`config.mk`:
```
export PLATFORM = sky130hd
export DESIGN_NAME = tiny_accumulator_cpu_step_unit
export DESIGN_NICKNAME = d
export VERILOG_FILES = /design/src/design/tacs_pkg.sv /design/src/design/tacs_mem.sv /design/src/design/tiny_accumulator_cpu_step_unit.sv
export VERILOG_INCLUDE_DIRS = /design/src /design/src/design
export SDC_FILE = /design/constraint.sdc
export NUM_CORES = 1
export LEC_CHECK = 0
export BUFFER_PORTS_ARGS = -buffer_cell sky130_fd_sc_hd__buf_2
export CORE_ASPECT_RATIO = 1.5
export CORE_MARGIN = 4
export CORE_UTILIZATION = 55
export CTS_CLUSTER_SIZE = 28
export DETAILED_ROUTE_END_ITERATION = 8
export PLACE_DENSITY = 0.72
export SLEW_MARGIN = 20
export SYNTH_ARGS = -nofsm -noshare
export SYNTH_HDL_FRONTEND = slang
export SYNTH_SLANG_ARGS = --single-unit
```
`constraint.sdc`:
```
create_clock -name clk -period 7.8 [get_ports clk]
set_clock_uncertainty 0.1 [all_clocks]
set_input_delay 1.56 -clock clk [delete_from_list [all_inputs] [get_ports clk]]
set_output_delay 1.56 -clock clk [all_outputs]
set_load 0.02 [all_outputs]
```
`src/design/tiny_accumulator_cpu_step_unit_macros.svh`:
```
// ---------------------------------------------------------------------------
// Assertion macros for the tiny accumulator CPU step unit
// Shared concurrent assertion forms, clocked and disabled during reset.
// ---------------------------------------------------------------------------
`ifndef TINY_ACCUMULATOR_CPU_STEP_UNIT_MACROS_SVH
`define TINY_ACCUMULATOR_CPU_STEP_UNIT_MACROS_SVH

// same-cycle implication
`define TACS_ASSERT_NOW(label, clk, rst, ante, cons, msg) \
  label: assert property (@(posedge clk) disable iff (rst) (ante) |-> (cons)) else $error(msg);

// next-cycle implication
`define TACS_ASSERT_NEXT(label, clk, rst, ante, cons, msg) \
  label: assert property (@(posedge clk) disable iff (rst) (ante) |=> (cons)) else $error(msg);

`endif

```
`src/design/tacs_pkg.sv`:
```
// ---------------------------------------------------------------------------
// tacs_pkg
// Types and constants of the tiny accumulator CPU step unit.
// ---------------------------------------------------------------------------
`default_nettype none

package tacs_pkg;

  localparam int HALF_MEMORY = 32;
  localparam int MEM_DEPTH   = 2 * HALF_MEMORY;
  localparam int ADDR_W      = $clog2(MEM_DEPTH);
  localparam int OPND_W      = $clog2(HALF_MEMORY);

  localparam logic [7:0] CHAR_OFFSET = 8'd59;
  localparam logic [7:0] SPACE_CHAR  = 8'd32;

  localparam logic [OPND_W-1:0] INT_PRINT = OPND_W'(0);
  localparam logic [OPND_W-1:0] INT_HALT  = OPND_W'(1);

  typedef enum logic [1:0] {
    OPER_WRITE = 2'd0,
    OPER_EXEC  = 2'd1,
    OPER_LOAD  = 2'd2,
    OPER_NONE  = 2'd3
  } operation_e;

  typedef enum logic [2:0] {
    OPC_COPY  = 3'd0,
    OPC_READ  = 3'd1,
    OPC_WRITE = 3'd2,
    OPC_ADD   = 3'd3,
    OPC_SUB   = 3'd4,
    OPC_JUMP  = 3'd5,
    OPC_JZ    = 3'd6,
    OPC_INT   = 3'd7
  } opcode_e;

  typedef struct packed {
    operation_e        operation;
    logic [ADDR_W-1:0] mem_index;
    logic [7:0]        mem_value;
    logic [7:0]        new_pc;
    logic [7:0]        new_acc;
    logic              new_running;
  } cmd_t;

  typedef struct packed {
    logic [7:0] pc_now;
    logic [7:0] acc_now;
    logic       running_now;
    logic       print_valid;
    logic [7:0] print_char;
  } rsp_t;

  typedef struct packed {
    logic              en;
    logic [ADDR_W-1:0] addr;
    logic [7:0]        data;
  } mem_wr_t;

endpackage

`default_nettype wire

```
`src/design/tacs_mem.sv`:
```
// ---------------------------------------------------------------------------
// tacs_mem
// 64-byte store: program half plus two copies of the data half, so that
// instruction fetch and operand read each see a single-read array.
// ---------------------------------------------------------------------------
`default_nettype none

module tacs_mem (
  input  wire logic                          clk,
  input  wire tacs_pkg::mem_wr_t             wr,
  input  wire logic [tacs_pkg::ADDR_W-1:0]   fetch_addr,
  output logic [7:0]                         fetch_data,
  input  wire logic [tacs_pkg::OPND_W-1:0]   data_addr,
  output logic [7:0]                         data_rd
);

  logic [7:0] prog_mem  [tacs_pkg::HALF_MEMORY];
  logic [7:0] fdata_mem [tacs_pkg::HALF_MEMORY];
  logic [7:0] data_mem  [tacs_pkg::HALF_MEMORY];

  logic                        wr_hi;
  logic [tacs_pkg::OPND_W-1:0] wr_row;
  logic                        fetch_hi;
  logic [tacs_pkg::OPND_W-1:0] fetch_row;

  assign wr_hi     = wr.addr[tacs_pkg::ADDR_W-1];
  assign wr_row    = wr.addr[tacs_pkg::OPND_W-1:0];
  assign fetch_hi  = fetch_addr[tacs_pkg::ADDR_W-1];
  assign fetch_row = fetch_addr[tacs_pkg::OPND_W-1:0];

  always_ff @(posedge clk) begin
    if (wr.en) begin
      if (wr_hi) begin
        fdata_mem[wr_row] <= wr.data;
        data_mem[wr_row]  <= wr.data;
      end else begin
        prog_mem[wr_row] <= wr.data;
      end
    end
  end

  assign fetch_data = fetch_hi ? fdata_mem[fetch_row] : prog_mem[fetch_row];
  assign data_rd    = data_mem[data_addr];

endmodule

`default_nettype wire

```
`src/design/tiny_accumulator_cpu_step_unit.sv`:
```
// ---------------------------------------------------------------------------
// tiny_accumulator_cpu_step_unit
// 8-bit accumulator CPU with a 64-byte memory, one transaction per step.
// ---------------------------------------------------------------------------
// Usage:
//   cmd channel (cmd_valid / cmd_stall / cmd) carries one transaction: a
//   memory byte write, one instruction execute, or a context load.
//   rsp channel (rsp_valid / rsp_stall / rsp) returns exactly one result per
//   command: pc, accumulator and run state after it, plus any display char.
//   Latency: the result is valid the cycle after the command is accepted.
//   Throughput: one command per cycle while cmd_stall is low. Fetch,
//   operand read, ALU and next-pc selection all sit in one combinational
//   pass from the state registers and the store to the result register.
//   The result register acts as the skid stage: a new command is taken
//   while a result is held unless rsp_stall is high with rsp_valid set,
//   in which case cmd_stall is raised.
//   Reset: pc and accumulator clear to zero, the CPU is running, no result
//   is pending. Memory content is not cleared and is undefined until written.
// ---------------------------------------------------------------------------
`default_nettype none

`include "tiny_accumulator_cpu_step_unit_macros.svh"

module tiny_accumulator_cpu_step_unit (
  input  wire logic           clk,
  input  wire logic           rst,
  input  wire logic           cmd_valid,
  output logic                cmd_stall,
  input  wire tacs_pkg::cmd_t cmd,
  output logic                rsp_valid,
  input  wire logic           rsp_stall,
  output tacs_pkg::rsp_t      rsp
);

  logic [7:0] pc;
  logic [7:0] acc;
  logic       running;

  logic [7:0] pc_next;
  logic [7:0] acc_next;
  logic       running_next;
  logic       print_valid;
  logic [7:0] print_char;

  logic                        accept;
  tacs_pkg::mem_wr_t           mem_wr;
  logic [7:0]                  instr;
  tacs_pkg::opcode_e           opcode;
  logic [tacs_pkg::OPND_W-1:0] operand;
  logic [tacs_pkg::OPND_W-1:0] rd_addr;
  logic [7:0]                  rd_data;
  logic [7:0]                  pc_inc;

  assign cmd_stall = rsp_valid && rsp_stall;
  assign accept    = cmd_valid && !cmd_stall;

  tacs_mem u_mem (
    .clk        (clk),
    .wr         (mem_wr),
    .fetch_addr (pc[tacs_pkg::ADDR_W-1:0]),
    .fetch_data (instr),
    .data_addr  (rd_addr),
    .data_rd    (rd_data)
  );

  assign opcode  = tacs_pkg::opcode_e'(instr[7:5]);
  assign operand = instr[tacs_pkg::OPND_W-1:0];
  assign rd_addr = (opcode == tacs_pkg::OPC_INT) ? acc[tacs_pkg::OPND_W-1:0] : operand;
  assign pc_inc  = pc + 8'd1;

  always_comb begin
    pc_next      = pc;
    acc_next     = acc;
    running_next = running;
    print_valid  = 1'b0;
    print_char   = 8'd0;
    mem_wr.en    = 1'b0;
    mem_wr.addr  = cmd.mem_index;
    mem_wr.data  = cmd.mem_value;

    unique case (cmd.operation)
      tacs_pkg::OPER_WRITE: begin
        mem_wr.en = accept;
      end
      tacs_pkg::OPER_EXEC: begin
        if (running) begin
          pc_next = pc_inc;
          unique case (opcode)
            tacs_pkg::OPC_COPY: acc_next = 8'(operand);
            tacs_pkg::OPC_READ: acc_next = rd_data;
            tacs_pkg::OPC_WRITE: begin
              mem_wr.en   = accept;
              mem_wr.addr = {1'b1, operand};
              mem_wr.data = acc;
            end
            tacs_pkg::OPC_ADD: acc_next = acc + rd_data;
            tacs_pkg::OPC_SUB: acc_next = acc - rd_data;
            tacs_pkg::OPC_JUMP: begin
              pc_next  = acc;
              acc_next = 8'(operand);
            end
            tacs_pkg::OPC_JZ: begin
              if (acc == 8'd0) pc_next = 8'(operand);
            end
            tacs_pkg::OPC_INT: begin
              if (operand == tacs_pkg::INT_PRINT) begin
                print_valid = 1'b1;
                print_char  = (rd_data != 8'd0) ? tacs_pkg::CHAR_OFFSET + rd_data
                                                : tacs_pkg::SPACE_CHAR;
              end
              if (operand == tacs_pkg::INT_HALT) running_next = 1'b0;
            end
          endcase
        end
      end
      tacs_pkg::OPER_LOAD: begin
        pc_next      = cmd.new_pc;
        acc_next     = cmd.new_acc;
        running_next = cmd.new_running;
      end
      tacs_pkg::OPER_NONE: begin
      end
    endcase
  end

  always_ff @(posedge clk) begin
    if (rst) begin
      pc        <= 8'd0;
      acc       <= 8'd0;
      running   <= 1'b1;
      rsp_valid <= 1'b0;
    end else begin
      if (accept) begin
        pc        <= pc_next;
        acc       <= acc_next;
        running   <= running_next;
        rsp_valid <= 1'b1;
      end else if (!rsp_stall) begin
        rsp_valid <= 1'b0;
      end
    end
  end

  always_ff @(posedge clk) begin
    if (accept) begin
      rsp.pc_now      <= pc_next;
      rsp.acc_now     <= acc_next;
      rsp.running_now <= running_next;
      rsp.print_valid <= print_valid;
      rsp.print_char  <= print_char;
    end
  end

  `TACS_ASSERT_NOW(a_held_blocks, clk, rst, rsp_valid && rsp_stall, cmd_stall, "held result not protected")
  `TACS_ASSERT_NEXT(a_accept_valid, clk, rst, accept, rsp_valid, "accepted command gave no result")
  `TACS_ASSERT_NEXT(a_rsp_state, clk, rst, accept, (rsp.pc_now == pc) && (rsp.acc_now == acc) && (rsp.running_now == running), "result differs from state")
  `TACS_ASSERT_NOW(a_no_char, clk, rst, rsp_valid && !rsp.print_valid, rsp.print_char == 8'd0, "char without print")
  `TACS_ASSERT_NEXT(a_halted_exec, clk, rst, accept && (cmd.operation == tacs_pkg::OPER_EXEC) && !running, (pc == $past(pc)) && (acc == $past(acc)) && !running, "halted step changed state")

endmodule

`default_nettype wire
```
==> flow_metrics.tcl <==
set metrics [dict create \
    status "finished, final reports clean" \
    max_freq_mhz 136 \
    p_leak_nw 9.34 \
    antenna_cells 0 \
    die_h_um 275 \
    cp_slowest_cell "a21oi_4" \
    drt_iter0_drc 2179 \
    clkSinkCount 561 \
    nFillCells 3387 \
    reg2reg_depth 32 \
    initial_core_util_pct 55.7 \
    swShare_pct 27.8 \
    synthAdderAreaFrac_pct 0.652 \
    whs_path_depth 2 \
    syn_inst 1773 \
    switchingPower_mw 2.09 \
    p_clk_share_pct 34.4 \
    combPwrFrac_pct 20.6 \
    num_rows 97 \
    place_congestion 0.998 \
    drive_gt1_share_pct 23.0 \
    cts_tree "built" \
    drt_wl_total_um 74600 \
    synth-seq-cells 561 \
    synth_top_area_cell "edfxtp_1" \
    grt_remaining_overflow 0 \
    synthTopCellsByArea "edfxtp_1 62%, mux4_2 12%, nand3_1 4.6%, o21ai_0 2.5%, mux2i_1 2.1%" \
    ys.flop_type "edfxtp_1" \
    post_drt_wl_per_cell_um 29.8 \
    dieArea_mm2 0.0511 \
    ios 65 \
    syn_to_final_growth_pct 12.0 \
    synth_compound_area_share_pct 7.60 \
    cts_root_buf "clkbuf_16" \
    clk_latency_ns 0.60 \
    worstPathMaxFanout 40 \
    drt_first_pass_iters 6 \
    min_period_over_period_pct 94.5 \
    cp_slowest_stage_delay_ns 0.55 \
    portBuffers 64 \
    routed_via_density 6.88 \
    rsz0062_at_grt "false" \
    hp-class "register to register" \
    yosys_warnings 0 \
    grt_first_pass_wirelength_um 109000 \
    synth-edff-count 538 \
    synth_mux_area_share_pct 14.5 \
    utilization_pct 62.4 \
    fin_crit_ns 7.37 \
    synth.distinct_cells 74 \
    cp.arrival_ns 7.62 \
    vias 17200 \
    finalHoldViolCount 0 \
    relSlewSlack_pct 19.9 \
    finalPower_mw 7.52 \
    core-area_mm2 0.0468 \
    maxCapViolations 0 \
    cts_buffers 52 \
    startpoint_type "register" \
    placed_cells 2409 \
    synthSimpleGateAreaFrac_pct 9.91 \
    final_max_slew_viol_count 0 \
    synthXorXnorAreaFrac_pct 0.705 \
    ys_seq_area_share_pct 63.7 \
    seq_area_mm2 0.0166 \
    pwr-share-seq_pct 44.9 \
    hpwlAfterDp_um 51000 \
    worst-setup-path-type "register to register" \
    worst_pin_slew_ns 1.20 \
    synth_top_area_share_pct 61.9 \
    fin_hold_ws_ns 0.410 \
    power.density_mw_per_mm2 257 \
    grt_antenna_before_repair 1 \
    setup_viol 0 \
    multi_input_area_mm2 0.00879 \
    syn-cell-area_mm2 0.0261 \
    postRouteAntennaNets 0 \
    clkTransAtPathRegs_ns 0.07 \
    drc 0 \
    intPower_mw 5.43 \
    worstSetupEndpointType "register" \
    grt_pass1_vias 17100 \
    final_nets 1921 \
    fin_cells 2506 \
    synthArstFlopShare_pct 0 \
    cts_hold_buf 0 \
    grt_usage_pct 28.9 \
    ir_drop_uv 164 \
    setup-tns-final_ns 0 \
    dieWidth_um 186 \
    grt_max_degree 65 \
    synth_nets 1823 \
    clockBufferDepth 3 \
    crit_required_ns 8.05 \
    synth_top_family_by_area "multiplexers" \
    syn_avg_cell_area_um2 14.7 \
    cts_max_level 2 \
]
## final cells by class
class                   count  share of cell area (%)
clock buffers              57                    4.52
inverters                  19                   0.244
well taps                 594                    2.54
flip-flops and latches    561                    56.9
multi-input cells        1063                    30.1
clock inverters            38                    1.38
repair buffers            174                    4.35
## cell usage after synthesis (3+ instances only)
| cell | instances |
|---|---|
| and2_1 | 5 |
| nand2b_1 | 6 |
| nand2_1 | 78 |
| o21ai_1 | 3 |
| nor3_1 | 19 |
| nand3_1 | 240 |
| mux2i_1 | 56 |
| nor2_1 | 114 |
| buf_4 | 8 |
| a41oi_1 | 28 |
| a22o_1 | 5 |
| ha_1 | 12 |
| inv_1 | 18 |
| a22oi_1 | 28 |
| nor4_1 | 3 |
| o211ai_1 | 7 |
| buf_6 | 14 |
| o21a_1 | 7 |
| a221o_1 | 8 |
| mux4_2 | 135 |
| nor4_4 | 6 |
| xnor2_1 | 15 |
| a21o_1 | 11 |
| o221ai_1 | 4 |
| o21ai_0 | 132 |
| clkbuf_1 | 50 |
| nor2b_1 | 14 |
| a221oi_1 | 5 |
| buf_2 | 47 |
| mux2_2 | 16 |
| nor3b_1 | 4 |
| dfxtp_1 | 23 |
| xor2_1 | 6 |
| edfxtp_1 | 538 |
| a31oi_1 | 6 |
| or2_2 | 3 |
| buf_1 | 9 |
| a21oi_1 | 35 |
| or3_1 | 3 |
| nand4b_1 | 5 |
| and3_1 | 5 |
| a21boi_0 | 3 |
## registers in the layout, indices dropped and copies added, names as in the netlist, named ones only
signal and cells:
acc 8, pc 8, running 1, rsp_valid 1, u_mem.fdata_mem 256, rsp 26
u_mem.prog_mem 256
## cell families (layout without fill, tap and decap cells)
group                      count (synthesis)  count (layout)
DFF                                      561             561
and+or+nand+nor                          518             518
AOI/OAI and AO/OA                        304             304
muxes                                    207             207
buffers and inverters                    149             288
xor gates and xnor gates                  21              21
adders and majority gates                 13              13
## worst paths after layout
kind / end / startpoint / slack, ns
setup / recovery: rsp[17] / register / 0.43
hold / removal: pc[7] / pc[7] / 0.41
setup reg to reg: rsp[17] / register / 0.43
hold reg to reg: pc[7] / pc[7] / 0.41
## per-stage QoR
stage | area, µm² | worst slack [ns]
global route | 29200 | 0.0274
finish | 29200 | 0.430
detailed placement | 27400 | 0.467
CTS | 29200 | 0.394
global placement | 27400 | 0.441
floorplan | 26100 | 1.29
## metal layers
| layer | GRT usage (%) | part of all wire [%] | vias up |
|---|---|---|---|
| met5 | 0 | 0.0094 | - |
| met4 | 18.0 | 8.0 | 2 |
| met3 | 4.66 | 8.3 | 268 |
| met2 | 48.3 | 50 | 1097 |
| met1 | 34.9 | 34 | 8602 |
| li1 | - | - | 7277 |
## critical path: cells and delay by family, from the launching register on
kind / cells / cell delay [ns]
flops: 1 / 0.47
compound gates: 11 / 2.74
xor+xnor: 3 / 0.45
simple gates: 8 / 1.27
mux: 1 / 0.28
buf+inv: 7 / 1.24
fa+ha+maj: 2 / 0.52
## power groups by stage
stage | clock (mW) | combinational (mW) | sequential, mW
global placement | 0 | 1.50 | 3.45
CTS | 2.60 | 1.52 | 3.38
detailed placement | 0 | 1.51 | 3.45
floorplan | 0 | 0.996 | 3.44
finish | 2.59 | 1.55 | 3.38
global route | 2.74 | 1.66 | 3.38
## what timing repair did
action	in CTS	in global routing
buffers inserted	0	2
endpoints found under the setup margin	0	2
resized for setup	0	0
## cell usage in the layout (no fill, tap or decap), types with 18 or more instances in the layout
cell type  synthesis  final
dfxtp_1           23     20
o21ai_0          132    132
a41oi_1           28     28
nor3_1            19     18
mux4_2           135    135
a22oi_1           28     28
buf_2             47     64
clkbuf_16          0     52
a21oi_1           35     34
mux2i_1           56     56
nand2_1           78     78
edfxtp_1         538    538
buf_4              8    100
nor2_1           114    111
nand3_1          240    239
inv_1             18     18
No activity file was read; power rests on OpenSTA's default activity.
